[config.mk]
export PLATFORM = sky130hd
export DESIGN_NAME = wcc_sqrt
export DESIGN_NICKNAME = d
export VERILOG_FILES = /design/src/rtl/wcc_pkg.sv /design/src/rtl/wcc_sqrt.sv
export SDC_FILE = /design/constraint.sdc
export NUM_CORES = 1
export LEC_CHECK = 0
export BUFFER_PORTS_ARGS = -buffer_cell sky130_fd_sc_hd__clkbuf_2
export CORE_MARGIN = 1.5
export CORE_UTILIZATION = 59
export DETAILED_ROUTE_END_ITERATION = 12
export HOLD_SLACK_MARGIN = 0.03
export PLACE_DENSITY = 0.83
export SLEW_MARGIN = 30
export SYNTH_ARGS = -nofsm -noshare
export SYNTH_HDL_FRONTEND = slang
export SYNTH_SLANG_ARGS = --single-unit
[constraint.sdc]
create_clock -name clk -period 4.2 [get_ports clk]
set_clock_uncertainty 0.05 [all_clocks]
set_input_delay 0 -clock clk [delete_from_list [all_inputs] [get_ports clk]]
set_output_delay 0 -clock clk [all_outputs]
set_load 0.05 [all_outputs]
[src/rtl/wcc_pkg.sv]
// Shared types and constants for the window color contrast block.
package wcc_pkg;

    localparam int CH_W    = 8;
    localparam int PIX_W   = 3 * CH_W;
    localparam int COORD_W = 8;
    localparam int POS_W   = 9;
    localparam int DIM_W   = 9;
    localparam int RAD_W   = 3;
    localparam int D2_W    = 18;
    localparam int ROOT_W  = 17;
    localparam int SUM_W   = 25;
    localparam int IN_W    = 40;
    localparam int OUT_W   = 32;
    localparam int ADDR_W  = 4;

    localparam logic OP_WRITE = 1'b0;
    localparam logic OP_QUERY = 1'b1;

    localparam logic [1:0] REG_WIDTH  = 2'd0;
    localparam logic [1:0] REG_HEIGHT = 2'd1;
    localparam logic [1:0] REG_RADIUS = 2'd2;

    typedef enum logic [2:0] {
        ST_IDLE,
        ST_CENTER,
        ST_WALK,
        ST_DRAIN,
        ST_DONE
    } wcc_state_t;

endpackage

[src/rtl/wcc_sqrt.sv]
// Pipelined integer square root of d2 * 65536, one result bit per stage.
module wcc_sqrt (
    input  logic                       clk,
    input  logic                       rst_n,
    input  logic                       in_valid,
    input  logic [wcc_pkg::D2_W-1:0]   in_d2,
    output logic                       out_valid,
    output logic [wcc_pkg::ROOT_W-1:0] out_root,
    output logic                       busy
);
    import wcc_pkg::*;

    localparam int NS = ROOT_W;
    localparam int RW = ROOT_W + 3;
    localparam int VW = 2 * ROOT_W;

    logic [RW-1:0]     rem_reg  [NS];
    logic [ROOT_W-1:0] root_reg [NS];
    logic [VW-1:0]     v_reg    [NS];
    logic [NS-1:0]     vld_reg;

    logic [RW-1:0]     rem_next  [NS];
    logic [ROOT_W-1:0] root_next [NS];
    logic [VW-1:0]     v_next    [NS];
    logic [NS-1:0]     vld_next;

    always_comb
    begin
        logic [RW-1:0]     pr;
        logic [ROOT_W-1:0] proot;
        logic [VW-1:0]     pv;
        logic              pvld;
        logic [RW-1:0]     sh;
        logic [RW-1:0]     trial;
        for (int k = 0; k < NS; k++)
        begin
            if (k == 0)
            begin
                pr    = '0;
                proot = '0;
                pv    = {in_d2, {(VW - D2_W){1'b0}}};
                pvld  = in_valid;
            end
            else
            begin
                pr    = rem_reg[k-1];
                proot = root_reg[k-1];
                pv    = v_reg[k-1];
                pvld  = vld_reg[k-1];
            end
            sh    = {pr[RW-3:0], pv[VW-1:VW-2]};
            trial = RW'({proot, 2'b01});
            if (sh >= trial)
            begin
                rem_next[k]  = sh - trial;
                root_next[k] = {proot[ROOT_W-2:0], 1'b1};
            end
            else
            begin
                rem_next[k]  = sh;
                root_next[k] = {proot[ROOT_W-2:0], 1'b0};
            end
            v_next[k]   = {pv[VW-3:0], 2'b00};
            vld_next[k] = pvld;
        end
    end

    always_ff @(posedge clk or negedge rst_n)
    begin
        if (!rst_n)
        begin
            vld_reg <= '0;
        end
        else
        begin
            vld_reg <= vld_next;
        end
    end

    always_ff @(posedge clk)
    begin
        for (int k = 0; k < NS; k++)
        begin
            rem_reg[k]  <= rem_next[k];
            root_reg[k] <= root_next[k];
            v_reg[k]    <= v_next[k];
        end
    end

    assign out_valid = vld_reg[NS-1];
    assign out_root  = root_reg[NS-1];
    assign busy      = |vld_reg;

endmodule

==> results of run 1 <==
power breakdown:
group	leakage (nW)	internal [mW]	switching [mW]
registers	4.24	5.75	0.688
logic	6.04	1.54	1.68
clock network	0.805	2.71	1.77
total	11.1	10.0	4.13
metal layers:
metal  track usage  routed length (µm)
met1         0.246               16200
met2         0.419               20200
met3        0.0308                1450
met4        0.0925                1260
met5             0                   0
critical path, cell delays in order, from the launching register on:
cell and delay (ps):
dfxtp_1 330, inv_1 50, ha_1 210, fa_1 400, a21oi_1 250, o211ai_1 140
a21boi_0 390, a21oi_1 180, o31a_1 330, nor4_4 240, buf_4 260, mux2_2 370
final timing paths:
check                                 startpoint              end  cells past startpoint
worst max-delay path            root_reg[0][221]  rem_reg[0][283]                     11
worst min-delay path                   in_d2[16]   root_reg[0][0]                      3
worst max register to register  root_reg[0][221]  rem_reg[0][283]                     11
worst min register to register      v_reg[0][26]     v_reg[0][60]                      0
max in group asynchronous                  rst_n      vld_reg[10]                      3
min in group asynchronous                  rst_n       vld_reg[3]                      3
through the flow:
stage	util	cells
6_report	0.678	2665
5_1_grt	0.678	2665
4_1_cts	0.678	2665
3_5_place_dp	0.618	2540
3_3_place_gp	0.618	2540
2_1_floorplan	-	2055
what timing repair did:
| action | in CTS | in global routing |
|---|---|---|
| resized for setup | 0 | 0 |
| hold buffers | 39 | 0 |
| setup buffers | 0 | 0 |
| hold endpoints to repair | 37 | 0 |
cell type report:
cell class / instances / area, µm²
clock buffers: 70 / 1380
flip-flops and latches: 503 / 10200
clock inverters: 16 / 290
repair buffers: 90 / 676
fillers: 2563 / 11100
well taps: 455 / 569
inverters: 207 / 777
multi-input cells: 1324 / 9450
logic make-up (layout without fill, tap and decap cells):
group,count (synthesis),in the layout,share of synthesized area
flip-flops,503,503,0.496
adder cells (fa/ha/maj),163,163,0.102
AND/OR/NAND/NOR,538,538,0.136
buffers and inverters,228,383,0.0419
AO/OA/AOI/OAI,405,405,0.125
multiplexers,49,49,0.0267
XOR/XNOR,168,168,0.0719
other,1,1,0.000183
cell usage in the layout, fill, tap and decap left out, types with 6 or more instances in the layout:
cell           count
nor2b_1           19
inv_1            206
a21o_1            41
o21bai_1          12
clkbuf_1          15
buf_4             12
bufinv_16          7
o41ai_1            6
nand3_1           33
nand2_1          137
nor4b_1            6
nand4b_1          10
fa_1               7
mux2_2            44
a31oi_1            9
a21boi_0           7
o211ai_1          10
ha_1             156
or4_1             12
nor3_1            50
nand2b_1          20
dlygate4sd3_1     39
xnor2_1           96
dfxtp_1          486
or2_2             14
clkbuf_2          39
and3_1            13
o21ai_0          112
dfrtp_1           17
o21a_1            37
clkbuf_16         50
or3_1             18
nand4_1           19
o31ai_1           17
and2_1             6
nor4_1            32
nor2_1           119
xor2_1            72
a21oi_1          110
==> impl_metrics.toml, run 1 <==
[clock_network]
numCtsBuffers = 50
clock-sinks = 503
root_buffer = "clkbuf_16"
cts_tree = "done"
htree_levels = 2
clockBufferDepth = 3
clock_latency_ps = 570
clkTransAtPathRegs_ps = 60

[global_route]
grt_usage = 0.221
antenna_found_initial = 0
grt_max_degree = 25
overflow = 0
first_global_vias = 14900
grt_pass1_wl_mm = 66.3

[sta]
tightest_slew_ps = 880
finalMaxSlewViolations = 0
final-setup-viol-count = 0
hold_ws_ps = 182
fmax_mhz = 300
final.setup.tns_ps = 0
hold_viol_final = 0
max_slew_margin = 0.405
rsz0062_at_grt = "no"
post-route-period-util = 0.793
worst_slack_ps = 869
min_period_ps = 3330

[synth]
syn_avg_cell_area_um2 = 9.96
synth_common_cells = "dfxtp_1 (486), inv_1 (206), ha_1 (156), nand2_1 (137), nor2_1 (119)"
synth_edf_count = 0
synthCells = 2055
yosysWarnings = 0
ys.flop_type = "dfxtp_1"
synthesis.area_mm2 = 0.0205
async_reset_ff_frac = 0.0338
yosys.area.top_type = "dfxtp_1"
synth_area_leaders = "dfxtp_1 (48%), ha_1 (9.5%), xnor2_1 (4.1%), inv_1 (3.8%), xor2_1 (3.1%)"
synth_seq_cells = 503
synthDistinctLibCells = 76
synth_top_area_frac = 0.476
synth_most_common_cell = "dfxtp_1"
syn_nets = 2239
ys_seq_area_frac = 0.496

[place]
gp_congestion = 0.894
numPortBuffers = 39
pre_cts_slack_ps = 887
placed_area_mm2 = 0.0212
hpwl_mm = 27.8

[worst_setup_path]
cp_data_arrival_time_ps = 3730
start_kind = "flip-flop"
worst-setup-path-type = "flip-flop to flip-flop"
crit_required_ps = 4590
end_kind = "flip-flop"
rrSetupSlack_ps = 870
crit_path_max_fanout = 15

[detailed_routing]
wl_per_cell_um = 14.6
viasPerCell = 5.50
dr.pass1.iters = 5
wl_mm = 39.0
drt_drc_violations_left = 0
via_count = 14700
initialDrtViolationCount = 645
postRouteAntennaNets = 0

[floorplan]
ioPinCount = 40
num_rows = 68
die_y_um = 189
start_util = 0.595
die-area_mm2 = 0.0358
core_area_mm2 = 0.0344
die_x_um = 189

[pwr]
power_mw = 14.1
p_leak_nw = 11.1
power.density_mw_per_mm2 = 607
vdd_drop_max_uv = 475

[layout]
diodes = 0
area.growth.synth_to_final_pct = 13.8
final_cell_area_mm2 = 0.0233
fin_nets = 2360
drive_above_1_share = 0.0873
largest_reg_flops = 261

[job]
maxCapViolCount = 0

[status]
status = "completed"

[hold_path]
hold_path_class = "primary input to flip-flop"
Note: power is estimated with default switching activity, not from simulation.
==> run 2: changes to the inputs <==
--- a/config.mk
+++ b/config.mk
@@ -5,9 +5,10 @@
 export SDC_FILE = /design/constraint.sdc
 export NUM_CORES = 1
 export LEC_CHECK = 0
+export ABC_AREA = 1
 export BUFFER_PORTS_ARGS = -buffer_cell sky130_fd_sc_hd__clkbuf_2
 export CORE_MARGIN = 1.5
-export CORE_UTILIZATION = 59
+export CORE_UTILIZATION = 57
 export DETAILED_ROUTE_END_ITERATION = 12
 export HOLD_SLACK_MARGIN = 0.03
 export PLACE_DENSITY = 0.83
==> constraint.sdc (replaced) <==
create_clock -name clk -period 2.72 [get_ports clk]
set_clock_uncertainty 0.05 [all_clocks]
set_input_delay 0 -clock clk [delete_from_list [all_inputs] [get_ports clk]]
set_output_delay 0 -clock clk [all_outputs]
set_load 0.05 [all_outputs]
==> run 2 against run 1 <==
Critical path depth up 2. First-iteration DRC count up 100%. Highest routed layer unchanged. Non-clock buffer count down 5. Sequential share of layout area down 5.1 points. Final cell count up 40%. Sequential power up 59%. Core utilization down 3.1 points. Area after synthesis up 15%.
==> impl_metrics.toml, run 2 <==
[floorplan]
core_area_mm2 = 0.0407
start_util = 0.577
die-area_mm2 = 0.0425
die_x_um = 206
die_y_um = 206
num_rows = 74
ioPinCount = 40

[worst_setup_path]
worst-setup-path-type = "flip-flop to flip-flop"
end_kind = "flip-flop"
crit_path_max_fanout = 20
start_kind = "flip-flop"
cp_data_arrival_time_ps = 2830
crit_required_ps = 3140

[clock_network]
clock_latency_ps = 590
clockBufferDepth = 3
cts_resized = 0
htree_levels = 2
postCtsSetupBuffers = 0
clock-sinks = 503
root_buffer = "clkbuf_16"
numCtsBuffers = 50
clkTransAtPathRegs_ps = 60
cts_tree = "done"

[global_route]
overflow = 0
grt_pass1_wl_mm = 88.8
antenna_found_initial = 0
grt_max_degree = 21
grt_usage = 0.257
first_global_vias = 19100

[sta]
rsz0062_at_grt = "no"
tightest_slew_ps = 734
final.setup.tns_ps = 0
final-setup-viol-count = 0
hold_viol_final = 0
post-route-period-util = 0.885
worst_slack_ps = 313
finalMaxSlewViolations = 0
hold_ws_ps = 147
min_period_ps = 2410
fmax_mhz = 415
max_slew_margin = 0.509

[synth]
ys_seq_area_frac = 0.432
ys.flop_type = "dfxtp_1"
synthDistinctLibCells = 61
synthXorXnorAreaFrac = 0.0399
async_reset_ff_frac = 0.0338
syn_avg_cell_area_um2 = 7.69
synthMuxAreaShare = 0
synth_area_leaders = "dfxtp_1 (41%), nand2_1 (13%), ha_1 (8.3%), inv_1 (6.6%), nand3_1 (5.3%)"
synth_top_area_frac = 0.414
syn_nets = 3241
synth_most_common_cell = "nand2_1"
synthCells = 3057
yosysWarnings = 0
synth_common_cells = "nand2_1 (835), dfxtp_1 (486), inv_1 (416), nor2_1 (258), nand3_1 (249)"
synth-compound-area-share = 0.0775
yosys.area_share.simple = 0.281
synth_top_family_by_area = "simple AND/OR/NAND/NOR gates"
synthesis.area_mm2 = 0.0235
synth_edf_count = 0
yosys.area.top_type = "dfxtp_1"
synth_seq_cells = 503
synth_fa_ha_area_frac = 0.0890

[job]
maxCapViolCount = 0

[place]
place_inst = 3606
numPortBuffers = 39
gp_congestion = 0.941
pre_cts_slack_ps = 348
hpwl_mm = 40.9
placed_area_mm2 = 0.0242

[layout]
instances_no_fill = 3736
diodes = 0
drive_above_1_share = 0.0827
final_common_cell = "nand2_1"
fin_nets = 3349
fill_cells = 3418
final_cell_area_mm2 = 0.0263
seqCellArea_mm2 = 0.0102
multiInputGateArea_mm2 = 0.0115
finish.utilization = 0.647
area.growth.synth_to_final_pct = 12.1
final_cell_mix = "nand2_1 (835), dfxtp_1 (486), inv_1 (416)"
largest_reg_flops = 261

[detailed_routing]
wl_per_cell_um = 14.4
via_count = 19700
viasPerCell = 5.27
initialDrtViolationCount = 1291
wl_mm = 53.7
drt_drc_violations_left = 0
postRouteAntennaNets = 0
dr.pass1.iters = 6

[pwr]
vdd_drop_max_uv = 742
p_leak_nw = 14.1
power_mw = 25.5
power.density_mw_per_mm2 = 968

[hold_path]
hold_path_class = "primary input to flip-flop"

[status]
status = "completed"
-- run 2: cell types whose count changed after synthesis, moves of 23 or more --
| cell | delta |
|---|---|
| mux2_2 | -44 |
| a21o_1 | -33 |
| nand2_2 | +23 |
| nand3_1 | +216 |
| o21ai_0 | -33 |
| a21oi_2 | +31 |
| o21a_1 | -33 |
| nor2_1 | +139 |
| nand2_1 | +698 |
| xnor2_1 | -65 |
| nor4_1 | -24 |
| inv_1 | +210 |
-- run 2: path summary, 6_finish.rpt --
| kind | endpoint | slack [ps] | cells after the start | startpoint |
|---|---|---|---|---|
| worst max-delay path | rem_reg[0][302] | 310 | 13 | root_reg[0][238] |
| worst min-delay path | rem_reg[0][1] | 150 | 4 | in_d2[16] |
| worst max register to register | rem_reg[0][302] | 310 | 13 | root_reg[0][238] |
| worst min register to register | v_reg[0][255] | 270 | 0 | v_reg[0][221] |
| max in group asynchronous | vld_reg[6] | 1670 | 3 | rst_n |
| min in group asynchronous | vld_reg[9] | 480 | 3 | rst_n |
-- run 2: critical path, stage by stage, from the launching register on --
cell and delay, ps:
dfxtp_1 330, inv_1 50, ha_1 240, fa_1 430
nand2_1 110, nand2_1 80, nand3_1 70, nand2_1 100
nand2_1 80, nand2_1 90, nand2_2 250, nand2_4 220
nand2_1 110, o21ai_0 90
-- run 2: timing repair --
item                       CTS  global route
setup endpoints to repair    0             0
hold endpoints to repair    37             0
hold buffers                39             0
-- run 2: layout make-up --
class	instances	area share
clock buffers	63	0.0532
clock inverters	28	0.0143
inverters	434	0.0623
multi-input cells	2091	0.435
flip-flops and latches	503	0.385
well taps	532	0.0253
repair buffers	85	0.0242
-- run 2: cell families after synthesis --
| logic type | count (synthesis) |
|---|---|
| AOI/OAI and AO/OA | 300 |
| other | 1 |
| and+or+nand+nor | 1520 |
| buffers and inverters | 463 |
| DFF | 503 |
| adders and majority gates | 163 |
| xor gates and xnor gates | 107 |
-- run 2: where the power goes --
group	total, mW	switching [mW]	internal [mW]	leakage [nW]
combinational	8.03	5.17	2.86	8.98
sequential	10.2	1.18	9.02	4.25
clock	7.28	2.93	4.35	0.864
total	25.5	9.27	16.2	14.1
-- run 2: metal layers --
metal,routed length [µm],track usage
met1,22300,0.300
met2,26400,0.463
met3,2660,0.0344
met4,2290,0.122
met5,0,0
